**src/rtl/m3inv_pkg.sv**
```systemverilog
`timescale 1ns / 1ps
package m3inv_pkg;
   localparam int ELEM_W  = 16;
   localparam int MINOR_W = 33;
   localparam int DET_W   = 49;
   localparam int NUM_W   = 57;
   localparam int OUT_W   = 32;
   localparam int N_ELEM  = 9;
   localparam int FRAC_SHIFT = 24;
   localparam int DIV_STEPS = NUM_W;

   typedef logic signed [ELEM_W-1:0]  elem_type;
   typedef logic signed [MINOR_W-1:0] minor_type;
   typedef logic signed [DET_W-1:0]   det_type;
   typedef logic signed [OUT_W-1:0]   out_type;

   typedef struct packed {
      logic singular;
      logic clipped;
   } flags_type;

   localparam logic signed [OUT_W-1:0] SAT_HI = {1'b0, {(OUT_W-1){1'b1}}};
   localparam logic signed [OUT_W-1:0] SAT_LO = {1'b1, {(OUT_W-1){1'b0}}};
endpackage

```
**src/rtl/m3inv_merge.sv**
```systemverilog
`timescale 1ns / 1ps
// combines the lane results and the singular check into one result word
module m3inv_merge (
   input  m3inv_pkg::out_type q_in [9],
   input  logic [8:0] clip_in,
   input  logic det_zero,
   output logic [287:0] data_out,
   output m3inv_pkg::flags_type flags_out
);
   import m3inv_pkg::*;

   always_comb begin
      data_out = '0;
      for (int i = 0; i < N_ELEM; i++)
         data_out[i*OUT_W +: OUT_W] = det_zero ? '0 : q_in[i];
      flags_out.singular = det_zero;
      flags_out.clipped  = !det_zero && (|clip_in);
   end
endmodule

```
**config.mk**
```make
export PLATFORM = sky130hd
export DESIGN_NAME = m3inv_merge
export DESIGN_NICKNAME = d
export VERILOG_FILES = /design/src/rtl/m3inv_pkg.sv /design/src/rtl/m3inv_merge.sv
export SDC_FILE = /design/constraint.sdc
export NUM_CORES = 1
export LEC_CHECK = 0
export BUFFER_PORTS_ARGS = -buffer_cell sky130_fd_sc_hd__buf_4
export CORE_AREA = 2 2 227 229
export DETAILED_ROUTE_END_ITERATION = 10
export DIE_AREA = 0 0 229 231
export SLEW_MARGIN = 20
export SYNTH_ARGS = -nofsm -noshare
export SYNTH_HDL_FRONTEND = slang
export SYNTH_SLANG_ARGS = --single-unit
```
**constraint.sdc**
```tcl
create_clock -name vclk -period 1.6
set_input_delay 0.08 -clock vclk [all_inputs]
set_output_delay 0.08 -clock vclk [all_outputs]
set_load 0.05 [all_outputs]
```
# After elaboration in Yosys (flattened, before gate mapping)
# Cells that the tools add are included.
[totals] ff_bits=0 input_bits=298 out_inout_bits=290 wordCells=12
[classes] n_mux=9 reduce_logical=3
[op_table] operator="32-bit two-way mux" count=9
[op_table] operator="9-bit OR reduction" count=1
[op_table] operator="1-bit logical AND" count=1
[op_table] operator="1-bit logical NOT" count=1

# Depth between registers and ports, before layout
[logic_depth] depth_word=2 ltp_mapped=4 depth_no_buf=2

# Least setup slack after synthesis
# Ideal clock, no wire load.
[synth_path] path_type="input to output" startpoint="in det_zero" endpoint="out data_out[60]" arrival_time_ps=1277 required_ps=1520 setup_slack_ps=243 stages=4 path_cell_list="buf_4 > buf_4 > clkbuf_1 > nor2b_1"
[synth_between] elab_chain_len=1
[synth_rtl] item="from (decl)" line="m3inv_merge.sv:6" text="input logic det_zero,"
[synth_rtl] item="32-bit two-way mux" line="m3inv_merge.sv:15" text="data_out[i*OUT_W +: OUT_W] = det_zero ? '0 : q_in[i];"
[synth_rtl] item="to (decl)" line="m3inv_merge.sv:7" text="output logic [287:0] data_out,"
# No other way between the ends.

# Worst setup path in the final report
[layout_path] startpoint="in det_zero" endpoint="out data_out[229]"
# Same word-level chain as after synthesis.

==> summary.md <==
| Metric | Value |
|---|---|
| Dpl hpwl | 16.61 mm |
| Drt first-iter violations | between 100 and 150 |
| Met3 routed WL | ~1.7 mm |
| Multiplexer share of the synthesized area | 0% |
| CP Buf/Inv Count | 4 |
| Tmin final | 1.289 ns |
| Top delay family on crit path | buffers and inverters |
| RSZ-0062 raised after global routing | no |
| Seq cells | 0 |
| Drt wl/cell | between 10 and 15 um |
| Core area | 50,680 um^2 |
| Worst-path cell chain | clkbuf_8 > buf_12 > buf_12 > nor2b_1 > buf_4 |
| VDD IR max | 170.3 uV |
| Leak pwr | ~3.6 nW |
| DR WL met2 | 9.961 mm |
| Vias | ~4,300 |
| Final ANT Viol Nets | 0 |
| Pwr per Cell Area | 416.6 nW/um^2 |
| Post-synth top area cell | nor2b_1 |
| Post-Synth Adder-Cell Area | 0% |
| Worst setup path startpoint | det_zero |
| Post-Syn Area per Cell | between 6 and 7 um^2 |
| Via density per instance | between 2 and 3 |
| # IOs | a little under 600 |
| Critical Path Start Type | input pin |
| Reg area | 0 um^2 |
| Most used cell, CP | buf_12 |
| Fin crit share | 80.58% |
| Residual DRC | 0 |
| Initial core utilization | around 4% |
| Syn. warnings | 0 |
| Outcome | finished, final reports clean |
| Largest family of logic cells by synthesized area | simple AND/OR/NAND/NOR gates |
| Largest net degree at the start of global routing | 70 |
| I/O Buffers | 588 |
| Post-Synth XOR/XNOR Area | 0% |
| # clk buffers | 0 |
| Vias in the first global route | between 4,000 and 5,000 |
| Sequential share of the synthesized area | 0% |
| Count of different cell masters after synthesis | 8 |
| Total iterations of the first detailed-routing run | 4 |
| Share of cells above drive strength 1 | 67.19% |
| Fraction of the mapped netlist area in compound gates | less than 1% |
| Req. time, crit path | 1.52 ns |
| Max transition margin | 76.94% |
| Slowest stage cell, crit path | clkbuf_8 |
| Uppermost routed layer | met5 |
| M1 wire length | 6.251 mm |
| Final RePlAce weighted congestion | just under 1 |
| Hold Path Origin | q_in[150] |
| CP Max Fanout | 44 |
| Crit path kind | in -> out |
| Setup TNS | 0 ns |
| Setup bufs post-CTS | 0 |
| Gr ovfl total | 0 |
| GRT Total Usage | 5.870% |
| Syn Inst Count | 325 |
| Post-synth top area share | 90.74% |
| Synth Net Count | 623 |
| DRT Wirelength | ~18 mm |
| Area contributors post-synth | nor2b_1, buf_2, clkbuf_1, buf_4, a31oi_1 |
| Crit end category | primary output |
| Core Rows | 83 |
| Die Ht | 231 um |
| Synthesized area | 1986 um^2 |
| Die W | 229 um |
| Final Setup Violations | 0 |
| Simple-gate share of the synthesized area | 91.49% |
| Final Max Slew Viols | 0 |
| Hold Crit Class | in -> out |
| Fillers | 5,756 |
| Worst path arrival time | 1.21 ns |
| Tightest Pin Transition | 0.3459 ns |
| Critical Path Max Stage Delay | 0.32 ns |
| Max cap viols | 0 |
| Global-route wire length before repair | ~24 mm |
| Peak Freq | 0.7756 GHz |
| Hold slack final | 0.5420 ns |
| Area grow syn2layout | 264.0% |
| Die area | 52,900 um^2 |
| Cts hold-fix bufs | 0 |
| Initial antenna violation count | 4 |
| Post-cts resize count | 0 |
| NumNets Final | 1,190 |
| Count of final hold-check violations | 0 |
[final cells by class]
cell class,count,area (um^2),area share [%]
Antenna cell,3,7.507,0.1039
Multi-Input combinational cell,292,1823,25.23
Tap cell,680,850.8,11.77
Timing Repair Buffer,598,4546,62.90
[synth_stat cells (all sizes together)]
library cell    n
nor2            1
nor3            1
buf            25
clkbuf          8
nor4            1
nor2b         288
a31oi           1
[cells in the final DEF, fill, tap and decap left out]
master,count
a31oi_1,1
buf_12,4
buf_4,593
clkbuf_8,1
diode_2,3
nor2_1,1
nor2b_1,288
nor3_1,1
nor4_1,1
[path summary, 6_finish.rpt]
kind              cells past startpoint            end
setup / recovery                      5  data_out[229]
hold / removal                        3  data_out[150]
[per-layer routing]
| metal | vias to the layer above | track usage [%] |
|---|---|---|
| li1 | 2081 | - |
| met1 | 1839 | 6.012 |
| met2 | 338 | 11.77 |
| met3 | 14 | 1.087 |
| met4 | 2 | 1.989 |
| met5 | - | 0 |
[where the power goes]
part | total (mW) | switching [mW] | internal, mW
clock | 0.000000252 | 0 | 0.000000252
sequential | 0 | 0 | 0
combinational | 3.01 | 1.87 | 1.14
[logic make-up (layout without fill, tap and decap cells)]
family	Yosys count	in the layout
AO/OA/AOI/OAI	1	1
AND/OR/NAND/NOR	291	291
other	0	3
buffers and inverters	33	598
[metrics by stage]
stage               total power [mW]  instances  instance area, um^2  utilization [%]  setup WS (ns)
finish                         3.011       1573                 7227            14.26         0.3107
global placement               3.023       1570                 7219            14.25         0.3351
CTS                            3.033       1570                 7219            14.25         0.2834
detailed placement             3.025       1570                 7219            14.25         0.2831
floorplan                      1.764        325                 1986                -         0.2430
global route                   3.124       1573                 7227            14.26         0.2000
(Power assumes the default switching activity.)
